--- src/design/esd_pkg.sv ---
package esd_pkg;

   localparam int CHAR_W = 8;
   localparam int NUM_W = 9;
   localparam int ESD_QUEUE_DEPTH = 4;

   localparam logic [CHAR_W-1:0] CHAR_NUL = 8'h00;
   localparam logic [CHAR_W-1:0] CHAR_TAB = 8'h09;
   localparam logic [CHAR_W-1:0] CHAR_NL = 8'h0A;
   localparam logic [CHAR_W-1:0] CHAR_SPACE = 8'h20;
   localparam logic [CHAR_W-1:0] CHAR_QUOTE = 8'h22;
   localparam logic [CHAR_W-1:0] CHAR_ZERO = 8'h30;
   localparam logic [CHAR_W-1:0] CHAR_NINE = 8'h39;
   localparam logic [CHAR_W-1:0] CHAR_AT = 8'h40;
   localparam logic [CHAR_W-1:0] CHAR_BSLASH = 8'h5C;
   localparam logic [CHAR_W-1:0] CHAR_CARET = 8'h5E;
   localparam logic [CHAR_W-1:0] CHAR_USCORE = 8'h5F;
   localparam logic [CHAR_W-1:0] CHAR_LA = 8'h61;
   localparam logic [CHAR_W-1:0] CHAR_LZ = 8'h7A;
   localparam logic [CHAR_W-1:0] CTRL_MASK = 8'h1F;
   localparam logic [CHAR_W-1:0] BYTE_MAX = 8'hFF;
   localparam logic [NUM_W-1:0] NUM_SAT = 9'd256;

   typedef enum logic [2:0] {
      MODE_NORMAL,
      MODE_ESCAPE,
      MODE_CARET,
      MODE_QUOTE,
      MODE_QCLOSE,
      MODE_NUMBER
   } mode_type;

   typedef struct packed {
      logic [CHAR_W-1:0] out_char;
      logic end_mark;
      logic number_error;
   } result_type;

   typedef struct packed {
      result_type first;
      logic has_second;
      result_type second;
   } entry_type;

   typedef struct packed {
      logic full;
      logic empty;
   } queue_status_type;

endpackage

--- src/design/esd_if.sv ---
interface esd_req_if import esd_pkg::*; ();
   logic valid;
   logic ready;
   logic [CHAR_W-1:0] in_char;

   modport source (output valid, output in_char, input ready);
   modport sink (input valid, input in_char, output ready);
endinterface

interface esd_rsp_if import esd_pkg::*; ();
   logic valid;
   logic ready;
   logic [CHAR_W-1:0] out_char;
   logic end_mark;
   logic number_error;

   modport source (output valid, output out_char, output end_mark, output number_error,
                   input ready);
   modport sink (input valid, input out_char, input end_mark, input number_error,
                 output ready);
endinterface

--- src/design/esd_front.sv ---
module esd_front import esd_pkg::*; (
   input  logic clock,
   input  logic reset,
   esd_req_if.sink req_bus,
   input  queue_status_type queue_status,
   output logic push,
   output entry_type push_entry
);

   mode_type mode_ff, mode_in;
   logic [NUM_W-1:0] number_ff, number_in;
   logic [CHAR_W-1:0] c;
   logic accept;
   logic is_digit;
   logic [CHAR_W-1:0] digit;
   logic [NUM_W+3:0] number_next;
   logic plain_emit;
   result_type plain_res;
   logic num_emit;
   result_type num_res;
   logic any_emit;
   result_type single_res;

   assign c = req_bus.in_char;
   assign req_bus.ready = !queue_status.full;
   assign accept = req_bus.valid && req_bus.ready;
   assign is_digit = c inside {[CHAR_ZERO:CHAR_NINE]};
   assign digit = c - CHAR_ZERO;
   assign number_next = ({4'd0, number_ff} << 3) + ({4'd0, number_ff} << 1)
                        + {{(NUM_W-4){1'b0}}, digit};

   function automatic mode_type plain_mode(input logic [CHAR_W-1:0] ch);
      mode_type m;
      m = MODE_NORMAL;
      if (ch == CHAR_BSLASH) begin
         m = MODE_ESCAPE;
      end else if (ch == CHAR_CARET) begin
         m = MODE_CARET;
      end else if (ch == CHAR_QUOTE) begin
         m = MODE_QUOTE;
      end else if (ch inside {[CHAR_ZERO:CHAR_NINE]}) begin
         m = MODE_NUMBER;
      end
      return m;
   endfunction

   always_comb begin
      mode_in = mode_ff;
      number_in = number_ff;
      case (mode_ff)
         MODE_ESCAPE, MODE_CARET: begin
            mode_in = MODE_NORMAL;
         end
         MODE_QUOTE: begin
            if (c == CHAR_NUL) begin
               mode_in = MODE_NORMAL;
            end else if (c == CHAR_QUOTE) begin
               mode_in = MODE_QCLOSE;
            end
         end
         MODE_QCLOSE: begin
            if (c == CHAR_QUOTE) begin
               mode_in = MODE_QUOTE;
            end else begin
               mode_in = plain_mode(c);
               number_in = is_digit ? {1'b0, digit} : '0;
            end
         end
         MODE_NUMBER: begin
            if (is_digit) begin
               number_in = (number_next > {4'd0, NUM_SAT}) ? NUM_SAT
                                                            : number_next[NUM_W-1:0];
            end else begin
               mode_in = plain_mode(c);
               number_in = '0;
            end
         end
         default: begin
            mode_in = plain_mode(c);
            number_in = is_digit ? {1'b0, digit} : '0;
         end
      endcase
   end

   always_comb begin
      plain_emit = 1'b0;
      plain_res = '0;
      if (c == CHAR_NUL || c == CHAR_NL) begin
         plain_emit = 1'b1;
         plain_res.end_mark = 1'b1;
      end else if (!(c inside {CHAR_SPACE, CHAR_TAB, CHAR_BSLASH, CHAR_CARET, CHAR_QUOTE})
                   && !is_digit) begin
         plain_emit = 1'b1;
         plain_res.out_char = c;
      end
   end

   always_comb begin
      num_emit = 1'b0;
      num_res = '0;
      single_res = '0;
      any_emit = 1'b0;
      case (mode_ff)
         MODE_ESCAPE: begin
            any_emit = 1'b1;
            if (c == CHAR_NUL) begin
               single_res.end_mark = 1'b1;
            end else begin
               single_res.out_char = c;
            end
         end
         MODE_CARET: begin
            if (c == CHAR_NUL) begin
               any_emit = 1'b1;
               single_res.end_mark = 1'b1;
            end else if ((c inside {[CHAR_AT:CHAR_USCORE], [CHAR_LA:CHAR_LZ]})
                         && ((c & CTRL_MASK) != CHAR_NUL)) begin
               any_emit = 1'b1;
               single_res.out_char = c & CTRL_MASK;
            end
         end
         MODE_QUOTE: begin
            if (c == CHAR_NUL) begin
               any_emit = 1'b1;
               single_res.end_mark = 1'b1;
            end else if (c != CHAR_QUOTE) begin
               any_emit = 1'b1;
               single_res.out_char = c;
            end
         end
         MODE_QCLOSE: begin
            if (c == CHAR_QUOTE) begin
               any_emit = 1'b1;
               single_res.out_char = CHAR_QUOTE;
            end else begin
               any_emit = plain_emit;
               single_res = plain_res;
            end
         end
         MODE_NUMBER: begin
            if (!is_digit) begin
               if (number_ff > {1'b0, BYTE_MAX}) begin
                  num_emit = 1'b1;
                  num_res.number_error = 1'b1;
               end else if (number_ff != '0) begin
                  num_emit = 1'b1;
                  num_res.out_char = number_ff[CHAR_W-1:0];
               end
               any_emit = num_emit || plain_emit;
               single_res = plain_res;
            end
         end
         default: begin
            any_emit = plain_emit;
            single_res = plain_res;
         end
      endcase
   end

   always_comb begin
      push = accept && any_emit;
      if (num_emit) begin
         push_entry.first = num_res;
         push_entry.has_second = plain_emit;
         push_entry.second = plain_res;
      end else begin
         push_entry.first = single_res;
         push_entry.has_second = 1'b0;
         push_entry.second = '0;
      end
   end

   always_ff @(posedge clock) begin
      if (reset) begin
         mode_ff <= MODE_NORMAL;
         number_ff <= '0;
      end else if (accept) begin
         mode_ff <= mode_in;
         number_ff <= number_in;
      end
   end

endmodule

--- src/design/esd_queue.sv ---
module esd_queue import esd_pkg::*; #(
   parameter int DEPTH = ESD_QUEUE_DEPTH
) (
   input  logic clock,
   input  logic reset,
   input  logic push,
   input  entry_type push_entry,
   input  logic pop,
   output entry_type head,
   output queue_status_type status
);

   localparam int PTR_W = (DEPTH > 1) ? $clog2(DEPTH) : 1;
   localparam int CNT_W = $clog2(DEPTH + 1);
   localparam logic [PTR_W-1:0] LAST = PTR_W'(DEPTH - 1);
   localparam logic [PTR_W-1:0] PTR_ONE = PTR_W'(1);
   localparam logic [CNT_W-1:0] FULL_COUNT = CNT_W'(DEPTH);
   localparam logic [CNT_W-1:0] ONE = CNT_W'(1);

   entry_type store_ff [DEPTH];
   logic [PTR_W-1:0] wr_ptr_ff, wr_ptr_in;
   logic [PTR_W-1:0] rd_ptr_ff, rd_ptr_in;
   logic [CNT_W-1:0] count_ff, count_in;
   logic do_push, do_pop;

   assign status.full = (count_ff == FULL_COUNT);
   assign status.empty = (count_ff == '0);
   assign do_push = push && !status.full;
   assign do_pop = pop && !status.empty;
   assign head = store_ff[rd_ptr_ff];

   always_comb begin
      wr_ptr_in = wr_ptr_ff;
      rd_ptr_in = rd_ptr_ff;
      count_in = count_ff;
      if (do_push) begin
         wr_ptr_in = (wr_ptr_ff == LAST) ? '0 : wr_ptr_ff + PTR_ONE;
      end
      if (do_pop) begin
         rd_ptr_in = (rd_ptr_ff == LAST) ? '0 : rd_ptr_ff + PTR_ONE;
      end
      if (do_push && !do_pop) begin
         count_in = count_ff + ONE;
      end else if (do_pop && !do_push) begin
         count_in = count_ff - ONE;
      end
   end

   always_ff @(posedge clock) begin
      if (reset) begin
         wr_ptr_ff <= '0;
         rd_ptr_ff <= '0;
         count_ff <= '0;
      end else begin
         wr_ptr_ff <= wr_ptr_in;
         rd_ptr_ff <= rd_ptr_in;
         count_ff <= count_in;
      end
   end

   always_ff @(posedge clock) begin
      if (do_push) begin
         store_ff[wr_ptr_ff] <= push_entry;
      end
   end

endmodule

--- src/design/esd_back.sv ---
module esd_back import esd_pkg::*; (
   input  logic clock,
   input  logic reset,
   input  entry_type head,
   input  queue_status_type queue_status,
   output logic pop,
   esd_rsp_if.source rsp_bus
);

   logic half_ff, half_in;
   logic deliver;
   result_type current;

   assign current = half_ff ? head.second : head.first;
   assign rsp_bus.valid = !queue_status.empty;
   assign rsp_bus.out_char = current.out_char;
   assign rsp_bus.end_mark = current.end_mark;
   assign rsp_bus.number_error = current.number_error;
   assign deliver = rsp_bus.valid && rsp_bus.ready;

   always_comb begin
      pop = 1'b0;
      half_in = half_ff;
      if (deliver) begin
         if (half_ff || !head.has_second) begin
            pop = 1'b1;
            half_in = 1'b0;
         end else begin
            half_in = 1'b1;
         end
      end
   end

   always_ff @(posedge clock) begin
      if (reset) begin
         half_ff <= 1'b0;
      end else begin
         half_ff <= half_in;
      end
   end

endmodule

--- src/design/escape_string_decoder_unit.sv ---
// Decodes a write-string one raw character per item into output bytes or
// number errors, closing each string with an end-marker item. A character is
// accepted every cycle while the result queue has room; its results are held
// in that queue for the response channel. A two-result character fills one
// entry that goes out as two items. That happens when a nonzero digit run is
// closed by a character that gives a result of its own, such as any other
// byte that passes through, a line end or a null. The front decoder stalls
// only when all QUEUE_DEPTH queue entries are waiting on the response side.
module escape_string_decoder_unit import esd_pkg::*; #(
   parameter int QUEUE_DEPTH = ESD_QUEUE_DEPTH
) (
   input  logic clock,
   input  logic reset,
   esd_req_if.sink req_bus,
   esd_rsp_if.source rsp_bus
);

   logic push;
   logic pop;
   entry_type push_entry;
   entry_type head;
   queue_status_type queue_status;

   esd_front u_front (
      .clock(clock),
      .reset(reset),
      .req_bus(req_bus),
      .queue_status(queue_status),
      .push(push),
      .push_entry(push_entry)
   );

   esd_queue #(
      .DEPTH(QUEUE_DEPTH)
   ) u_queue (
      .clock(clock),
      .reset(reset),
      .push(push),
      .push_entry(push_entry),
      .pop(pop),
      .head(head),
      .status(queue_status)
   );

   esd_back u_back (
      .clock(clock),
      .reset(reset),
      .head(head),
      .queue_status(queue_status),
      .pop(pop),
      .rsp_bus(rsp_bus)
   );

endmodule

--- src/flat_wrapper.sv ---
// flat-port wrapper written by rule: the top's interface ports become plain ports
module escape_string_decoder_unit_flat import esd_pkg::*;
#(
   parameter int QUEUE_DEPTH = ESD_QUEUE_DEPTH
)
  (clock, reset, req_bus_valid, req_bus_in_char, req_bus_ready, rsp_bus_valid, rsp_bus_out_char, rsp_bus_end_mark, rsp_bus_number_error, rsp_bus_ready);
  esd_req_if req_bus_i ();
  esd_rsp_if rsp_bus_i ();
  input  logic clock;
  input  logic reset;
  input wire logic [$bits(req_bus_i.valid)-1:0] req_bus_valid;
  input wire logic [$bits(req_bus_i.in_char)-1:0] req_bus_in_char;
  output wire logic [$bits(req_bus_i.ready)-1:0] req_bus_ready;
  output wire logic [$bits(rsp_bus_i.valid)-1:0] rsp_bus_valid;
  output wire logic [$bits(rsp_bus_i.out_char)-1:0] rsp_bus_out_char;
  output wire logic [$bits(rsp_bus_i.end_mark)-1:0] rsp_bus_end_mark;
  output wire logic [$bits(rsp_bus_i.number_error)-1:0] rsp_bus_number_error;
  input wire logic [$bits(rsp_bus_i.ready)-1:0] rsp_bus_ready;
  assign req_bus_i.valid = req_bus_valid;
  assign req_bus_i.in_char = req_bus_in_char;
  assign req_bus_ready = req_bus_i.ready;
  assign rsp_bus_valid = rsp_bus_i.valid;
  assign rsp_bus_out_char = rsp_bus_i.out_char;
  assign rsp_bus_end_mark = rsp_bus_i.end_mark;
  assign rsp_bus_number_error = rsp_bus_i.number_error;
  assign rsp_bus_i.ready = rsp_bus_ready;
  escape_string_decoder_unit #(.QUEUE_DEPTH(QUEUE_DEPTH)) u_core (.clock(clock), .reset(reset), .req_bus(req_bus_i), .rsp_bus(rsp_bus_i));
endmodule
--- config.mk ---
export PLATFORM = sky130hd
export DESIGN_NAME = escape_string_decoder_unit_flat
export DESIGN_NICKNAME = d
export VERILOG_FILES = /design/src/design/esd_pkg.sv /design/src/design/esd_if.sv /design/src/design/esd_front.sv /design/src/design/esd_queue.sv /design/src/design/esd_back.sv /design/src/design/escape_string_decoder_unit.sv /design/src/flat_wrapper.sv
export SDC_FILE = /design/constraint.sdc
export NUM_CORES = 1
export LEC_CHECK = 0
export ABC_AREA = 1
export BUFFER_PORTS_ARGS = -buffer_cell sky130_fd_sc_hd__buf_2
export CAP_MARGIN = 20
export CELL_PAD_IN_SITES_DETAIL_PLACEMENT = 1
export CELL_PAD_IN_SITES_GLOBAL_PLACEMENT = 2
export CORE_MARGIN = 2
export CORE_UTILIZATION = 39
export CTS_CLUSTER_DIAMETER = 120
export CTS_CLUSTER_SIZE = 24
export DETAILED_ROUTE_END_ITERATION = 10
export GPL_TIMING_DRIVEN = 0
export PLACE_DENSITY = 0.77
export SYNTH_ARGS = -nofsm -noshare
export SYNTH_HDL_FRONTEND = slang
export SYNTH_SLANG_ARGS = --single-unit
--- constraint.sdc ---
create_clock -name clock -period 3.1 [get_ports clock]
set_input_delay 0.465 -clock clock [delete_from_list [all_inputs] [get_ports clock]]
set_output_delay 0.465 -clock clock [all_outputs]
set_load 0.05 [all_outputs]
# Word-level counts from Yosys, hierarchy flattened
# Memories as Yosys holds them, arrays and structs flattened. A register that Yosys moved wholly into a read port is not among the register bits.
# Index checks and enable logic that the tools add are counted.
# Widths: inputs -> output; s select.
# op_classes
n_mux	68
reduce_logical	33
magnitude_cmp	8
bitwise_logic	1
n_mul	0
shifts	0
eq_ne	18
n_div	0
add_sub_neg	7
# op_table
cell	count
$mux 8	11
$pmux 9 s5	1
$mux 3	12
$mux 9	3
$pmux 9 s3	1
$mux 1	24
$mux 21	1
$mux 10	2
$eq 8x4->1 const B	2
$eq 8x6->1 const B	2
$eq 8x7->1 const B	2
$ge 8x7->1 const B	2
$le 8x7->1 const B	2
$mux 2	8
$add 12x10->13	1
$add 13x8->13	1
$gt 13x9->1 const B	1
$logic_and 1x1->1	12
$pmux 3 s4	1
$mux 5	2
$eq 3x3->1 const B	3
$gt 9x8->1 const B	1
$reduce_bool 9->1	1
$ge 8x6->1 const B	1
24 further kinds	38
# word_totals
mem_bits_rw	84
regBits	20
out_inout_bits	12
input_bits	12
rom_bits	0
n_memories	1
latch_bits	0
# memory_table
memory	words	word_bits	read_ports	rd_ports_with_merged_regs	write_ports	line_no	rtl
u_core.u_queue.store_ff	4	21	1	1	1	esd_queue.sv:20	entry_type store_ff [DEPTH];

# Longest topological paths before layout
# logic_depth
ltp_word	15
mapped_depth	21
ltp_nobuf	21

# Modules after synthesis
# From an unflattened synthesis, not the netlist that was laid out.
# hier_totals
hier_cells	692
hier_area_um2	6114.6
# modules_own_cells
module	cells_per_inst	instances	area_per_inst_um2
esd_queue	275	1	3664.8
esd_front	374	1	2258.4
esd_back	43	1	191.4

# Worst setup path before layout
# Ideal clock, no wire load.
# synth_timing
path_type	input-to-reg
from	in req_bus_in_char[4]
to	mem u_core.u_queue.store_ff[0][10] in the netlist's numbering, enable pin
path_buffers	0
required_ns	2.703
arrival_time_ns	2.427
setup_ns	0.397
cell_stages	13
path_slack_ns	0.276
cell_sequence	inv_1 > ha_1 > inv_1 > nor2_2 > nand3_4 > nand2_1 > a21oi_2 > nand2_4 > nand2_1 > nand2_2 > nand3_4 > nand2_2 > nor2_1
# synth_via
elab_chain_len	13
# synth_rtl
element	line_no	rtl
start, declared	flat_wrapper.sv:12	input wire logic [$bits(req_bus_i.in_char)-1:0] req_bus_in_char;
$ge 8x6->1 (tied with other cells)	esd_front.sv:27	assign is_digit = c inside {[CHAR_ZERO:CHAR_NINE]};
$logic_and 1x1->1 / $reduce_bool 5->1 (equally long branches)	esd_front.sv:27, esd_front.sv:91	
$logic_not 1->1 (on tied branches)	--	
$logic_and 1x1->1	esd_front.sv:92	&& !is_digit) begin
$mux 1	esd_front.sv:91	end else if (!(c inside {CHAR_SPACE, CHAR_TAB, CHAR_BSLASH, CHAR_CARET, CHAR_QUOTE})
$mux 1	esd_front.sv:88	if (c == CHAR_NUL || c == CHAR_NL) begin
$logic_or 1x1->1	esd_front.sv:149	any_emit = num_emit || plain_emit;
$mux 1	esd_front.sv:141	if (!is_digit) begin
$pmux 1 s5 *	esd_front.sv:103	case (mode_ff)
$logic_and 1x1->1 *	esd_front.sv:161	push = accept && any_emit;
$logic_and 1x1->1 *	esd_queue.sv:28	assign do_push = push && !status.full;
$mux 1 *	esd_queue.sv:62	if (do_push) begin
$mux 1 (not written as such) *	esd_queue.sv:63	store_ff[wr_ptr_ff] <= push_entry;
end, declared	esd_queue.sv:20	
# Every way passes the cells marked *; elsewhere a longest branch is shown, timed or not.

==> out/qor.csv <==
metric,value,unit
cells traversed along the worst timing path,inv_1 -> clkbuf_2 -> nor2_1 -> o22ai_1 -> nor2_1 -> a31oi_1 -> buf_2,
power share of the sequential group,32.8,%
Clock Skew,0.00992,ns
data required time at the worst endpoint,2.63,ns
final hold violations,0,
Area Growth Syn to Fin,14.3,%
Post-DRT Antenna Nets,0,
Total Neg Setup Slack,0,ns
"Slowest-stage cell, CP",dfxtp_1,
worst flop-to-flop path startpoint,u_core.u_front.number_ff[1],
number of unique standard cell types used by synthesis,44,
Residual DRC,0,
endpoint of the worst hold path,u_core.u_front.number_ff[8],
TritonCTS Buffers,9,
iteration count of the initial detailed-routing pass,5,
DR vias,4815,
total length of routed wires,17000,µm
worst slew slack as a fraction of its limit,42.0,%
leakage dissipation,0.00270,µW
standard-cell rows,44,
layout cells sized above 1,16.3,%
share of total power in combinational logic,46.2,%
final critical-path share of the clock period,93.0,%
Critical Path Max Stage Delay,0.37,ns
number of flip-flops and latches in the synthesized netlist,102,
clock buffer depth,2,
final routed wire length divided by cell count,18.8,µm
cell area after synthesis,5840,µm²
cell type with the largest total area after synthesis,edfxtp_1,
fin crit period,2.88,ns
internal power of the cells,3110,µW
setup slack of the most critical reg-to-reg path,0.24,ns
I/O Pins,24,
Max-Cap Viols,0,
leading post-synthesis cells by instance count,"124 x nor2_1, 112 x nand2_1, 80 x edfxtp_1",
clock slew at the register clock pins of the worst setup and hold paths,0.07,ns
CP Data Arrival Time,2.42,ns
slew at the pin closest to its max-slew limit,0.864,ns
H-tree depth reported by CTS,3,
worst setup slack before clock tree synthesis,-0.348,ns
top flip-flop cell by instance count after synthesis,edfxtp_1,
clock latency reported for the late side of the worst-skew pair,0.36,ns
PnR worst setup slack,0.216,ns
fraction of registers with async set or reset after synthesis,0,%
sort of element at the end of the critical path,output pin,
maximum fanout along the worst path,13,
Total Power,5610,µW
clock tree from TritonCTS,built,
total global-route track usage,22.2,%
Crit Path Category,reg -> out,
sinks on the clock net,102,
total gr overflow,0,
max-slew violation count,0,
net count reported at finish,757,
highest clock frequency the design can meet,0.347,GHz
worst hold path type,in -> reg,
first-iteration detailed-routing DRC count,273,
synth top area cells,"edfxtp_1 41%, nor2_1 8.0%, dfxtp_1 7.5%, nand2_1 7.2%, o21ai_0 5.0%",
Root Buffer Master,clkbuf_16,
power density normalized to cell area,840,nW/µm²
critical hold path startpoint,reset,
Syn Nets,717,
Synth Instances,675,
total of endpoints with negative setup slack in the final report,0,
number of antenna violations at the first check in global routing,0,
DIE AREA,16000,µm²
pin count of the biggest net entering global routing,19,
hold path depth,2,
total inserted antenna cells,0,
R2R cell count,14,
DIE HEIGHT,126,µm
Sw Ratio,44.6,%
first-pass GRT wire length,27200,µm
library cell with the highest instance count after synthesis,nor2_1,
number of global-route vias before repair,4999,
sequential cell area fraction in the yosys report,48.7,%
Yosys top cell area share,41.1,%
die outline width,126,µm
Avg Synthesized Cell Area,8.65,µm²
largest voltage drop on the vdd net,0.403,mV
Yosys warnings,0,
Reg-to-Reg End,u_core.u_front.number_ff[0],
input/output buffers,23,
critical path startpoint category,register,
area of the core,14600,µm²
setup repair after global routing missed its margin,true,
share of total power in the clock network,21.0,%
outcome,"complete, no violations",
effective utilization at floorplan,40.0,%
HPWL Detailed,13000,µm
cell with the most instances on the worst path,nor2_1,
final estimated routing congestion in global placement,0.878,
number of vias per cell after detailed routing,5.33,
number of enable flip-flop cells after synthesis,80,
Net Sw Power,2510,µW
[cells in the final DEF, fill, tap and decap left out, types with 7 or more instances in the layout]
cell,n
a21oi_1,34
a31oi_1,12
buf_2,24
clkbuf_1,10
clkbuf_16,9
dfxtp_1,21
edfxtp_1,80
fa_1,7
ha_1,18
inv_1,62
inv_2,11
nand2_1,112
nand2_2,8
nand3_1,24
nand4_1,10
nor2_1,120
nor2_2,12
o21ai_0,58
o22ai_1,10
[power groups by stage]
stage | sequential, µW | clock, µW | combinational, µW
after global routing | 1860 | 1240 | 2870
after CTS | 1840 | 1180 | 2570
final | 1840 | 1180 | 2600
after detailed placement | 1870 | 0 | 2550
after floorplan | 1830 | 0 | 1800
after global placement | 1870 | 0 | 2440
[repair_timing]
action | in CTS | in global routing
gates cloned | 0 | 0
pin swaps | 0 | 5
endpoints found under the setup margin | 9 | 14
hold buffers | 0 | 0
buffers inserted | 0 | 3
resized for setup | 5 | 15
[layout make-up]
cell class	count	area, µm²
Buffer	17	75.1
Clock buffer	9	225
Clock inverter	7	80.1
Fill cell	1737	7910
Inverter	76	292
Multi-Input combinational cell	479	2720
Sequential cell	102	2840
Tap cell	184	230
Timing Repair Buffer	30	213
[critical path: cells and delay by family (launching register included)]
kind            cells  cell delay [ns]
buf+inv             3             1.02
flops               1             0.37
compound gates      2             0.51
simple gates        2             0.15
[worst max path at each step]
stage	from	endpoint	slack [ns]	cells past startpoint
detailed placement	req_bus_in_char[4]	u_core.u_front.number_ff[0]	-0.35	16
CTS	req_bus_in_char[4]	u_core.u_front.number_ff[0]	0.03	17
global route	req_bus_in_char[4]	u_core.u_front.number_ff[0]	-0.03	17
finish	register	rsp_bus_out_char[7]	0.22	7
global placement	req_bus_in_char[4]	u_core.u_queue.store_ff[3][1]	-0.98	14
floorplan	req_bus_in_char[4]	u_core.u_queue.store_ff[0][10]	0.28	13
[sequential cells by signal, indices dropped and copies added, names as in the netlist, named ones only]
register / flops
u_core.u_back.half_ff: 1
u_core.u_front.mode_ff: 3
u_core.u_queue.rd_ptr_ff: 2
u_core.u_queue.store_ff: 80
u_core.u_front.number_ff: 9
u_core.u_queue.count_ff: 3
u_core.u_queue.wr_ptr_ff: 2
[through the flow]
step / util [%] / instance area, µm² / hold WS, ns / std cells
CTS: 45.1 / 6590 / 0.394 / 901
global placement: 42.4 / 6190 / 0.491 / 882
detailed placement: 43.0 / 6270 / 0.495 / 886
finish: 45.8 / 6680 / 0.386 / 904
global route: 45.8 / 6680 / 0.397 / 904
floorplan: - / 5840 / 0.458 / 675
[routing by layer]
layer / track usage, % / vias to the layer above / routed length (µm)
met5: 0 / - / 0
met4: 7.50 / 0 / 342
met3: 2.99 / 22 / 708
met2: 39.0 / 92 / 8510
met1: 28.1 / 2336 / 7420
li1: - / 2365 / -
[cell families (layout without fill, tap and decap cells)]
family / after synthesis / in the layout / synth area share (%)
compound gates: 135 / 135 / 13.3
xor+xnor: 3 / 3 / 0.450
fa+ha+maj: 30 / 30 / 7.32
buf+inv: 94 / 139 / 6.19
flops: 102 / 102 / 48.7
simple gates: 311 / 311 / 24.1
Note: power is estimated with default switching activity, not from simulation.
